<file path="src/sv/wmsd_pkg.sv">
// ----------------------------------------------------------------------------
// wmsd_pkg
// Shared types and fixed port widths for the windowed mean / std-dev block.
// ----------------------------------------------------------------------------
package wmsd_pkg;

  localparam int IN_W      = 16;  // sample port
  localparam int CFG_W     = 7;   // window_length register
  localparam int MEAN_W    = 24;
  localparam int STD_W     = 24;
  localparam int WIN_W     = 7;
  localparam int FRAC_BITS = 8;   // fixed-point fraction bits of both results

  typedef enum logic [3:0] {
    ST_IDLE,
    ST_ACC,
    ST_MUL,
    ST_VAR,
    ST_ROOT,
    ST_DIVM,
    ST_MFIX,
    ST_DIVS,
    ST_OUT
  } wmsd_state_t;

  typedef enum logic {
    ALU_ADD,
    ALU_SUB
  } alu_op_t;

endpackage

</file>
<file path="src/sv/wmsd_alu.sv">
// ----------------------------------------------------------------------------
// wmsd_alu
// Shared add/subtract unit; carry out doubles as "a >= b" on subtract.
// ----------------------------------------------------------------------------
module wmsd_alu #(
  parameter int W = 32
) (
  input  wmsd_pkg::alu_op_t op,
  input  logic [W-1:0]      a,
  input  logic [W-1:0]      b,
  output logic [W-1:0]      res,
  output logic              cout
);

  logic [W-1:0] b_eff;
  logic [W:0]   full;

  assign b_eff = (op == wmsd_pkg::ALU_SUB) ? ~b : b;
  assign full  = {1'b0, a} + {1'b0, b_eff} + (W+1)'(op == wmsd_pkg::ALU_SUB);
  assign res   = full[W-1:0];
  assign cout  = full[W];

endmodule

</file>
<file path="src/sv/windowed_mean_and_std_dev.sv">
// ----------------------------------------------------------------------------
// windowed_mean_and_std_dev
// Ring of signed samples; per beat returns mean*256 and population
// std-dev*256 over the newest n samples, using one shared add/sub unit.
// ----------------------------------------------------------------------------
//  channel | ports                                   | direction
//  --------+-----------------------------------------+----------
//  in      | in_valid, in_stall, in_sample           | sink
//  out     | out_valid, out_stall, out_mean_scaled,  | source
//          | out_std_scaled, out_window_used         |
//  cfg     | cfg_we, cfg_wdata (window_length)       | sink
//
// One beat in flight. A beat takes n ring reads, then NW shift-add steps
// for n*Q, RTW square-root steps and two DW-bit serial divides; the steps
// after the ring reads all go through the one add/sub unit. The output
// register lets the next beat start while a result waits. rst_n is
// synchronous; ring contents are not cleared.
// ----------------------------------------------------------------------------
module windowed_mean_and_std_dev #(
  parameter int DEPTH       = 64,
  parameter int SAMPLE_BITS = 16
) (
  input  logic                                clk,
  input  logic                                rst_n,
  input  logic                                in_valid,
  output logic                                in_stall,
  input  logic signed [wmsd_pkg::IN_W-1:0]    in_sample,
  output logic                                out_valid,
  input  logic                                out_stall,
  output logic signed [wmsd_pkg::MEAN_W-1:0]  out_mean_scaled,
  output logic        [wmsd_pkg::STD_W-1:0]   out_std_scaled,
  output logic        [wmsd_pkg::WIN_W-1:0]   out_window_used,
  input  logic                                cfg_we,
  input  logic        [wmsd_pkg::CFG_W-1:0]   cfg_wdata
);

  localparam int SB   = SAMPLE_BITS;
  localparam int FB   = wmsd_pkg::FRAC_BITS;
  localparam int AW   = $clog2(DEPTH);
  localparam int NW   = $clog2(DEPTH + 1);
  localparam int SUMW = SB + NW;
  localparam int QW   = 2*SB - 1 + NW;
  localparam int NQW  = QW + NW;
  localparam int RW   = NQW + 2*FB;
  localparam int RW2  = RW + (RW % 2);
  localparam int RTW  = RW2 / 2;
  localparam int DW   = (RTW > SUMW + FB) ? RTW : SUMW + FB;
  localparam int MW   = (DW + 1 > wmsd_pkg::MEAN_W) ? DW + 1 : wmsd_pkg::MEAN_W;
  localparam int UW0  = (NQW > RTW + 2) ? NQW : RTW + 2;
  localparam int UW1  = (UW0 > NW + 1) ? UW0 : NW + 1;
  localparam int UW   = (UW1 > MW) ? UW1 : MW;
  localparam int LW   = (NW > wmsd_pkg::CFG_W) ? NW : wmsd_pkg::CFG_W;
  localparam int CW   = $clog2(DW + 1);

  wmsd_pkg::wmsd_state_t state_r, state_nxt;

  // control
  logic [AW-1:0]    wp_r;
  logic [NW-1:0]    fill_r;
  logic [wmsd_pkg::CFG_W-1:0] wl_r;
  logic             out_valid_r;
  logic             v1_r, v2_r;

  // datapath
  logic [SB-1:0]    ring_mem [DEPTH];
  logic [SB-1:0]    rd_data_r;
  logic [AW-1:0]    rd_ptr_r;
  logic [NW-1:0]    issue_cnt_r;
  logic [NW-1:0]    n_r;
  logic signed [SUMW-1:0] sum_r;
  logic [QW-1:0]    sumsq_r;
  logic [2*SB-2:0]  sq_r;
  logic [NQW-1:0]   acc_r;
  logic [NQW-1:0]   qsh_r;
  logic [NW-1:0]    mq_r;
  logic [2*SUMW-1:0] ss_r;
  logic [RW2-1:0]   rad_r;
  logic [RTW+1:0]   rem_r;
  logic [RTW-1:0]   root_r;
  logic [DW-1:0]    dvd_r;
  logic [NW-1:0]    drem_r;
  logic [MW-1:0]    mean_r;
  logic [CW-1:0]    step_cnt_r;
  logic signed [wmsd_pkg::MEAN_W-1:0] out_mean_r;
  logic [wmsd_pkg::STD_W-1:0] out_std_r;
  logic [wmsd_pkg::WIN_W-1:0] out_win_r;

  // combinational
  logic             in_acc, rd_en, step_last, out_load;
  logic [AW-1:0]    wp_inc, rd_ptr_dec;
  logic [NW-1:0]    fill_inc, n_calc;
  logic [LW-1:0]    n_pick;
  logic             wl_lt;
  logic signed [SB-1:0]   sample_s;
  logic signed [2*SB-1:0] prod;
  logic [SUMW-1:0]  sum_abs;
  logic [2*SUMW-1:0] sq_abs;
  logic [SUMW+FB-1:0] num_mag;
  logic [NQW-1:0]   ss_trunc;
  logic [RTW+1:0]   rem_sh;
  logic [NW:0]      drem_sh;
  logic [MW-1:0]    quo_ext;
  logic [LW-1:0]    n_ext;
  wmsd_pkg::alu_op_t alu_op;
  logic [UW-1:0]    alu_a, alu_b, alu_res;
  logic             alu_cout;

  assign in_stall  = !rst_n || (state_r != wmsd_pkg::ST_IDLE);
  assign in_acc    = in_valid && !in_stall;
  assign rd_en     = (state_r == wmsd_pkg::ST_ACC) && (issue_cnt_r != n_r);

  assign wp_inc     = (wp_r == AW'(DEPTH-1)) ? '0 : wp_r + 1'b1;
  assign rd_ptr_dec = (rd_ptr_r == '0) ? AW'(DEPTH-1) : rd_ptr_r - 1'b1;
  assign fill_inc   = (fill_r == NW'(DEPTH)) ? fill_r : fill_r + 1'b1;
  assign wl_lt      = LW'(wl_r) < LW'(fill_inc);
  assign n_pick     = (wl_r != '0 && wl_lt) ? LW'(wl_r) : LW'(fill_inc);
  assign n_calc     = n_pick[NW-1:0];

  assign sample_s = $signed(rd_data_r);
  assign prod     = sample_s * sample_s;
  assign sum_abs  = sum_r[SUMW-1] ? (~sum_r + 1'b1) : sum_r;
  assign sq_abs   = sum_abs * sum_abs;
  assign num_mag  = {sum_abs, {FB{1'b0}}};
  assign ss_trunc = NQW'(ss_r);
  assign rem_sh   = {rem_r[RTW-1:0], rad_r[RW2-1 -: 2]};
  assign drem_sh  = {drem_r, dvd_r[DW-1]};
  assign quo_ext  = MW'(dvd_r);
  assign n_ext    = LW'(n_r);

  wmsd_alu #(.W(UW)) u_alu (
    .op   (alu_op),
    .a    (alu_a),
    .b    (alu_b),
    .res  (alu_res),
    .cout (alu_cout)
  );

  always_comb begin
    state_nxt = state_r;
    alu_op    = wmsd_pkg::ALU_ADD;
    alu_a     = '0;
    alu_b     = '0;
    step_last = 1'b0;
    out_load  = 1'b0;
    case (state_r)
      wmsd_pkg::ST_IDLE: begin
        if (in_acc) state_nxt = wmsd_pkg::ST_ACC;
      end
      wmsd_pkg::ST_ACC: begin
        if (issue_cnt_r == n_r && !v1_r && !v2_r) state_nxt = wmsd_pkg::ST_MUL;
      end
      wmsd_pkg::ST_MUL: begin
        // n*Q by shift-add over the bits of n
        alu_a     = UW'(acc_r);
        alu_b     = mq_r[0] ? UW'(qsh_r) : '0;
        step_last = (step_cnt_r == CW'(NW-1));
        if (step_last) state_nxt = wmsd_pkg::ST_VAR;
      end
      wmsd_pkg::ST_VAR: begin
        alu_op    = wmsd_pkg::ALU_SUB;
        alu_a     = UW'(acc_r);
        alu_b     = UW'(ss_trunc);
        state_nxt = wmsd_pkg::ST_ROOT;
      end
      wmsd_pkg::ST_ROOT: begin
        alu_op    = wmsd_pkg::ALU_SUB;
        alu_a     = UW'(rem_sh);
        alu_b     = UW'({root_r, 2'b01});
        step_last = (step_cnt_r == CW'(RTW-1));
        if (step_last) state_nxt = wmsd_pkg::ST_DIVM;
      end
      wmsd_pkg::ST_DIVM: begin
        alu_op    = wmsd_pkg::ALU_SUB;
        alu_a     = UW'(drem_sh);
        alu_b     = UW'(n_r);
        step_last = (step_cnt_r == CW'(DW-1));
        if (step_last) state_nxt = wmsd_pkg::ST_MFIX;
      end
      wmsd_pkg::ST_MFIX: begin
        // floor for negative sums: -(q + (r != 0)) = ~q + (r == 0)
        alu_a     = sum_r[SUMW-1] ? UW'(~quo_ext) : UW'(quo_ext);
        alu_b     = UW'(sum_r[SUMW-1] && (drem_r == '0));
        state_nxt = wmsd_pkg::ST_DIVS;
      end
      wmsd_pkg::ST_DIVS: begin
        alu_op    = wmsd_pkg::ALU_SUB;
        alu_a     = UW'(drem_sh);
        alu_b     = UW'(n_r);
        step_last = (step_cnt_r == CW'(DW-1));
        if (step_last) state_nxt = wmsd_pkg::ST_OUT;
      end
      wmsd_pkg::ST_OUT: begin
        if (!out_valid_r || !out_stall) begin
          out_load  = 1'b1;
          state_nxt = wmsd_pkg::ST_IDLE;
        end
      end
      default: state_nxt = wmsd_pkg::ST_IDLE;
    endcase
  end

  always_ff @(posedge clk) begin
    if (!rst_n) begin
      state_r     <= wmsd_pkg::ST_IDLE;
      wp_r        <= '0;
      fill_r      <= '0;
      wl_r        <= '0;
      out_valid_r <= 1'b0;
      v1_r        <= 1'b0;
      v2_r        <= 1'b0;
    end else begin
      state_r <= state_nxt;
      if (cfg_we) wl_r <= cfg_wdata;
      if (in_acc) begin
        wp_r   <= wp_inc;
        fill_r <= fill_inc;
      end
      v1_r <= rd_en;
      v2_r <= v1_r;
      if (out_load) begin
        out_valid_r <= 1'b1;
      end else if (out_valid_r && !out_stall) begin
        out_valid_r <= 1'b0;
      end
    end
  end

  // sample ring: one write port, one registered read port
  always_ff @(posedge clk) begin
    if (in_acc) ring_mem[wp_r] <= in_sample[SB-1:0];
    if (rd_en) rd_data_r <= ring_mem[rd_ptr_r];
  end

  always_ff @(posedge clk) begin
    case (state_r)
      wmsd_pkg::ST_IDLE: begin
        if (in_acc) begin
          n_r         <= n_calc;
          rd_ptr_r    <= wp_r;
          issue_cnt_r <= '0;
          sum_r       <= '0;
          sumsq_r     <= '0;
        end
      end
      wmsd_pkg::ST_ACC: begin
        // read -> square -> accumulate pipeline
        if (rd_en) begin
          rd_ptr_r    <= rd_ptr_dec;
          issue_cnt_r <= issue_cnt_r + 1'b1;
        end
        if (v1_r) begin
          sum_r <= sum_r + SUMW'(sample_s);
          sq_r  <= prod[2*SB-2:0];
        end
        if (v2_r) sumsq_r <= sumsq_r + QW'(sq_r);
        acc_r      <= '0;
        mq_r       <= n_r;
        qsh_r      <= NQW'(sumsq_r);
        step_cnt_r <= '0;
      end
      wmsd_pkg::ST_MUL: begin
        acc_r      <= alu_res[NQW-1:0];
        qsh_r      <= qsh_r << 1;
        mq_r       <= mq_r >> 1;
        ss_r       <= sq_abs;
        step_cnt_r <= step_last ? '0 : step_cnt_r + 1'b1;
      end
      wmsd_pkg::ST_VAR: begin
        rad_r      <= RW2'({alu_res[NQW-1:0], {(2*FB){1'b0}}});
        rem_r      <= '0;
        root_r     <= '0;
        step_cnt_r <= '0;
      end
      wmsd_pkg::ST_ROOT: begin
        rad_r  <= rad_r << 2;
        rem_r  <= alu_cout ? alu_res[RTW+1:0] : rem_sh;
        root_r <= {root_r[RTW-2:0], alu_cout};
        if (step_last) begin
          dvd_r      <= DW'(num_mag);
          drem_r     <= '0;
          step_cnt_r <= '0;
        end else begin
          step_cnt_r <= step_cnt_r + 1'b1;
        end
      end
      wmsd_pkg::ST_DIVM, wmsd_pkg::ST_DIVS: begin
        dvd_r      <= {dvd_r[DW-2:0], alu_cout};
        drem_r     <= alu_cout ? alu_res[NW-1:0] : drem_sh[NW-1:0];
        step_cnt_r <= step_last ? '0 : step_cnt_r + 1'b1;
      end
      wmsd_pkg::ST_MFIX: begin
        mean_r     <= alu_res[MW-1:0];
        dvd_r      <= DW'(root_r);
        drem_r     <= '0;
        step_cnt_r <= '0;
      end
      wmsd_pkg::ST_OUT: begin
        if (out_load) begin
          out_mean_r <= mean_r[wmsd_pkg::MEAN_W-1:0];
          out_std_r  <= quo_ext[wmsd_pkg::STD_W-1:0];
          out_win_r  <= n_ext[wmsd_pkg::WIN_W-1:0];
        end
      end
      default: ;
    endcase
  end

  assign out_valid       = out_valid_r;
  assign out_mean_scaled = out_mean_r;
  assign out_std_scaled  = out_std_r;
  assign out_window_used = out_win_r;

endmodule

</file>
<file path="config.mk">
export PLATFORM = sky130hd
export DESIGN_NAME = windowed_mean_and_std_dev
export DESIGN_NICKNAME = d
export VERILOG_FILES = /design/src/sv/wmsd_pkg.sv /design/src/sv/wmsd_alu.sv /design/src/sv/windowed_mean_and_std_dev.sv
export SDC_FILE = /design/constraint.sdc
export NUM_CORES = 2
export LEC_CHECK = 0
export BUFFER_PORTS_ARGS = -buffer_cell sky130_fd_sc_hd__buf_4
export CAP_MARGIN = 40
export CORE_ASPECT_RATIO = 2
export CORE_MARGIN = 4
export CORE_UTILIZATION = 40
export CTS_CLUSTER_DIAMETER = 50
export DETAILED_ROUTE_END_ITERATION = 8
export GPL_TIMING_DRIVEN = 0
export SLEW_MARGIN = 20
export SYNTH_ARGS = -nofsm -noshare
export SYNTH_HDL_FRONTEND = slang
export SYNTH_SLANG_ARGS = --single-unit
</file>
<file path="constraint.sdc">
create_clock -name clk -period 13.61 [get_ports clk]
set_clock_uncertainty 0.2 [all_clocks]
set_input_delay 2.0415 -clock clk [delete_from_list [all_inputs] [get_ports clk]]
set_output_delay 2.0415 -clock clk [all_outputs]
set_load 0.01 [all_outputs]
</file>
* After elaboration in Yosys (flattened, before gate mapping) *
Memory sizes are Yosys's and may differ from the RTL's. A register that Yosys moved wholly into a read port is not among the register bits.
Cells that the tools add are included.

storage, ports and cells
  bits in latches = 0
  bits in writable memories = 1024
  memories = 1
  flip-flop bits (word level) = 527
  ROM bits = 0

cells by class
  reductions and logical operators = 40
  $add $sub $neg = 10
  bitwise logic cells = 3
  shift-type cells = 0
  equality and inequality tests = 25
  $lt $le $gt $ge = 1
  divide/modulo/power cells = 0
  $mul = 2
  mux-type cells = 52

memories
  name      words  bits a word  read ports  clocked after Yosys merged registers in  write ports  RTL line                         text
  ring_mem  64     16           1           1                                        1            windowed_mean_and_std_dev.sv:65  logic [SB-1:0] ring_mem [DEPTH];

operators with widths
  cell                                            number
  45-bit one-hot mux with 5 select lines          1
  45-bit one-hot mux with 2 select lines          2
  45-bit one-hot mux with 4 select lines          1
  45-bit two-way mux                              3
  31-bit one-hot mux with 2 select lines          2
  62-bit one-hot mux with 2 select lines          1
  31-bit one-hot mux with 3 select lines          1
  38-bit two-way mux                              2
  38-bit one-hot mux with 2 select lines          1
  23-bit two-way mux                              3
  31-bit two-way mux                              2
  45-bit by 45-bit adder with 46-bit output       1
  46-bit by 1-bit adder with 46-bit output        1
  23-bit one-hot mux with 2 select lines          1
  23-bit by 23-bit multiplier with 45-bit output  1
  31-bit inverter with 45-bit output              1
  45-bit inverter                                 1
  7-bit two-way mux                               6
  38-bit by 31-bit adder with 38-bit output       1
  4-bit one-hot mux with 9 select lines           1
  16-bit by 16-bit multiplier with 31-bit output  1
  4-bit two-way mux                               7
  7-bit one-hot mux with 2 select lines           2
  6-bit two-way mux                               4
  42 further kinds                                86

* Depth between registers and ports, before layout *
  depth in word-level cells = 9
  depth in mapped cells = 38
  mapped depth without buffers = 35

* By module *
From an unflattened synthesis, not the netlist that was laid out.

unflattened totals
  cells, all modules = 6690
  area, all modules = 90176.5 sq um

modules (own cells, without submodules)
  module                     instances  cells an instance  seq. area each (sq um)  area an instance (sq um)
  windowed_mean_and_std_dev  1          6271               46244.4                 87157.3
  wmsd_alu                   1          419                0.0                     3019.1

* Worst setup path before layout *
OpenSTA, ideal clock, no wires.

  path kind = reg-to-reg
  start point = register sum_r[0]
  end point = register ss_r[44] (data pin)
  library setup time = 258 ps
  arrival = 9037 ps
  path slack = 4115 ps
  period minus slack after synthesis = 9495 ps
  path buffers = 3
  stages on the path, launching flop included = 36
  path through = edfxtp_1 clkbuf_1 inv_1 clkbuf_1 ha_1 nand2_1 or2_1 or3_4 o31ai_1 xor2_1 inv_1 clkbuf_1 nand2_1 fa_1 fa_1 inv_1 fa_1 fa_1 inv_1 fa_1 inv_1 fa_1 inv_1 fa_1 inv_1 ha_1 and4_1 and2_1 nand2_1 o21ai_0 a31oi_1 o21ai_0 nand2_1 or4_1 a311o_1 xnor2_1

on the way
  longest elaborated chain between the ends = 4

ends and longest elaborated chain
  what                                              RTL line                          text
  from (decl)                                       windowed_mean_and_std_dev.sv:70   logic signed [SUMW-1:0] sum_r;
  from (signal assigned)                            windowed_mean_and_std_dev.sv:252  sum_r <= sum_r + SUMW'(sample_s);
  23-bit inverter                                   windowed_mean_and_std_dev.sv:121  assign sum_abs = sum_r[SUMW-1] ? (~sum_r + 1'b1) : sum_r;
  23-bit by 1-bit adder with 23-bit output          windowed_mean_and_std_dev.sv:121
  23-bit two-way mux *                              windowed_mean_and_std_dev.sv:121
  23-bit by 23-bit multiplier with 45-bit output *  windowed_mean_and_std_dev.sv:122  assign sq_abs = sum_abs * sum_abs;
  net sq_abs[44]                                    windowed_mean_and_std_dev.sv:97   logic [2*SUMW-1:0] sq_abs;
  to (signal assigned)                              windowed_mean_and_std_dev.sv:265  ss_r <= sq_abs;
  to (decl)                                         windowed_mean_and_std_dev.sv:76   logic [2*SUMW-1:0] ss_r;

The timed path passes the listed nets; every way through them passes the cells marked *.
A chain may end at the register's enable or synchronous reset.

* Worst setup path in the final report *
  start point = register sum_r[0]
  end point = register ss_r[43] (data pin)

The elaborated chain is that of the path after synthesis.

==> metrics.csv <==
metric,value,unit
via total after detailed routing,54600,
maximum number of pins on one net before global-route repair,65,
Critical Path Fanout Max,10,
worst-case hold path end point,out_mean_scaled[10],
CP max-delay cell,edfxtp_1,
critical path data arrival time,13110,ps
cell area after synthesis,0.0891,mm2
Cells after Synth,6521,
net count of the finished layout,7920,
residual antenna-violating net count after detailed routing,0,
post-cts sizing count,0,
Post-synth EDFFs,1522,
count of final max-slew check failures,0,
average cell area after synthesis,13.7,um2
first-pass GRT wire length,394000,um
"Clk pin slew, worst setup/hold paths",70,ps
minimum period implied by the final worst setup slack,12800,ps
depth of the worst register-to-register path,36,
core area,0.221,mm2
number of detailed-route iterations in the first pass,5,
transition at the pin with the smallest max-transition slack,940,ps
endpoint of the most critical register-to-register path,ss_r[43],
count of max-cap constraint violations,0,
Fin Hold WS,213,ps
synthesis-to-finish area growth,13.0,%
per-cell routed wire length,27.3,um
outcome,"finished, final reports clean",
fraction of layout cells with a size suffix above 1,13.1,%
die width,342,um
total number of placement rows,244,
top flip-flop cell by instance count after synthesis,edfxtp_1,
critical path startpoint category,flip-flop,
chip height,676,um
achievable frequency,0.0781,GHz
setup TNS,0,ps
setup slack of the worst register-to-register path,810,ps
number of unique standard cell types used by synthesis,93,
CTS tree,built,
remaining routing DRC violations,0,
worst min-delay path category,flip-flop to flip-flop,
number of cells traversed by the worst hold path,0,
number of global-route vias before repair,59500,
"Remaining Overflow, GRT",0,
share of synthesized flip-flops with an asynchronous set or reset,0,%
quantity of hold-fixing buffers added after cts,0,
post-route fraction of the period consumed by the critical path,94.1,%
per-cell via count in the routed design,5.47,
full die area,0.231,mm2
clock latency on the worst-skew pair,830,ps
top-level I/O count,85,
Clock H-tree levels,4,
DPL Wire Length,215000,um
total number of clock tree sinks,1549,
Port Buffer Count,83,
stage delay of the slowest cell on the critical path,690,ps
Crit Path Class,flip-flop to flip-flop,
sequential fraction of the synthesis area,51.9,%
Syn. warnings,0,
Post-CTS Setup Bufs,0,
reg-to-reg critical path startpoint,sum_r[0],
final count of negative-setup-slack endpoints,0,
Rel. slew slack,37.3,%
setup repair after global routing missed its margin,no,
endpoints failing hold,0,
total routing resource utilization after global routing,23.7,%
Max clock buf depth,4,
register bit total from synthesis,1549,
number of antenna violations at the first check in global routing,12,
Min-Delay Startpoint,mean_r[10],
endpoint type of the worst setup path,flip-flop,
Root Buffer,clkbuf_16,
number of buffers added by the clock tree synthesis step,151,
starting density of the core,40.3,%
initial DRC count,3808,
Crit path required time,13910,ps
Routability Congestion,1.04,
post-detailed-routing wire length,273000,um
registers in the layout, summed over array words and instances (netlist names), 16 cells and up:
register         flops
rd_data_r           16
out_mean_scaled     24
sum_r               23
root_r              31
out_std_scaled      24
rad_r               46
mean_r              24
sumsq_r             38
rem_r               31
dvd_r               31
sq_r                30
ss_r                44
qsh_r               45
acc_r               45
ring_mem          1024
worst max-delay path by stage:
| stage | to | start | slack, ps |
|---|---|---|---|
| floorplan | ss_r[44] | sum_r[0] | 4120 |
| global placement | ss_r[43] | sum_r[0] | -520 |
| detailed placement | ss_r[43] | sum_r[0] | 920 |
| CTS | ss_r[43] | sum_r[0] | 820 |
| global route | ss_r[43] | sum_r[0] | 390 |
| finish | ss_r[43] | sum_r[0] | 810 |
kinds of logic (layout without fill, tap and decap cells):
kind of cell | after synthesis | in the layout | synth area share [%]
buf+inv | 1185 | 1671 | 5.07
xor+xnor | 255 | 255 | 2.52
other cells | 2 | 31 | 0.00843
mux | 393 | 393 | 8.72
simple gates | 1342 | 1342 | 6.80
compound gates | 819 | 819 | 6.05
fa+ha+maj | 976 | 976 | 18.9
flops | 1549 | 1549 | 51.9
area by class of cell:
cell class                 count  area [um2]
antenna                       15        37.5
inverter                     932        3500
sequential                  1549       46200
tap                         2952        3690
timing repair buffer         228        2570
fill                       19700      121000
multi-input combinational   3801       38900
clock buffer                 180        4040
buffer                       253        1040
clock inverter                78         728
layout by cell type, fill, tap and decap left out, types with 33 or more instances in the layout:
cell type	count
a21oi_1	201
buf_6	71
clkbuf_1	195
o21ai_0	168
a22oi_1	55
mux2i_1	82
a21o_1	102
xor2_1	88
nor2_4	33
xnor2_1	152
mux4_2	306
buf_1	33
edfxtp_1	1522
nand2_1	492
fa_1	622
ha_1	354
nor2b_1	33
buf_8	36
clkinv_1	35
nand2b_1	44
buf_2	33
nand3_1	54
clkbuf_16	157
and3_1	36
buf_4	104
inv_1	923
nor2_1	370
and2_1	116
critical path, delay by kind of cell, from the launching register on:
kind / cells / cell delay (ps)
buffers and inverters: 11 / 2860
flip-flops: 1 / 690
AND/OR/NAND/NOR: 4 / 970
adder cells (fa/ha/maj): 9 / 4140
XOR/XNOR: 2 / 350
AO/OA/AOI/OAI: 10 / 3260
through the flow:
step           util, %  std cells  setup slack [ps]  instance area, um2
6_report          45.5       9988               808              101000
5_1_grt           45.5       9986               394              101000
4_1_cts           45.4       9963               818              101000
3_5_place_dp      43.3       9705               915               95800
3_3_place_gp      42.2       9570              -516               93500
2_1_floorplan        -       6535              4120               89200
synth_stat cells, types with 54 or more instances:
library cell / count / area [um2]
a21o_1: 102 / 766
a21oi_1: 203 / 1020
a22oi_1: 55 / 413
and2_1: 116 / 726
clkbuf_1: 184 / 691
edfxtp_1: 1522 / 45700
fa_1: 622 / 12500
ha_1: 354 / 4430
inv_1: 923 / 3460
mux2i_1: 82 / 821
mux4_2: 306 / 6890
nand2_1: 493 / 1850
nand3_1: 54 / 270
nor2_1: 434 / 1630
o21ai_0: 169 / 846
xnor2_1: 159 / 1390
xor2_1: 94 / 823
layer usage:
layer  GRT usage, %  part of all wire (%)  vias to the layer above
li1               -                     -                    23800
met1           20.6                    29                    27900
met3           3.09                   4.3                      936
met5              0                0.0081                        -
met2           45.8                    55                     1999
met4           22.0                    12                        4
Power is left out: the tool's default activity adds up to more than one toggle a clock period on the data nets, which glitch-free logic cannot reach.
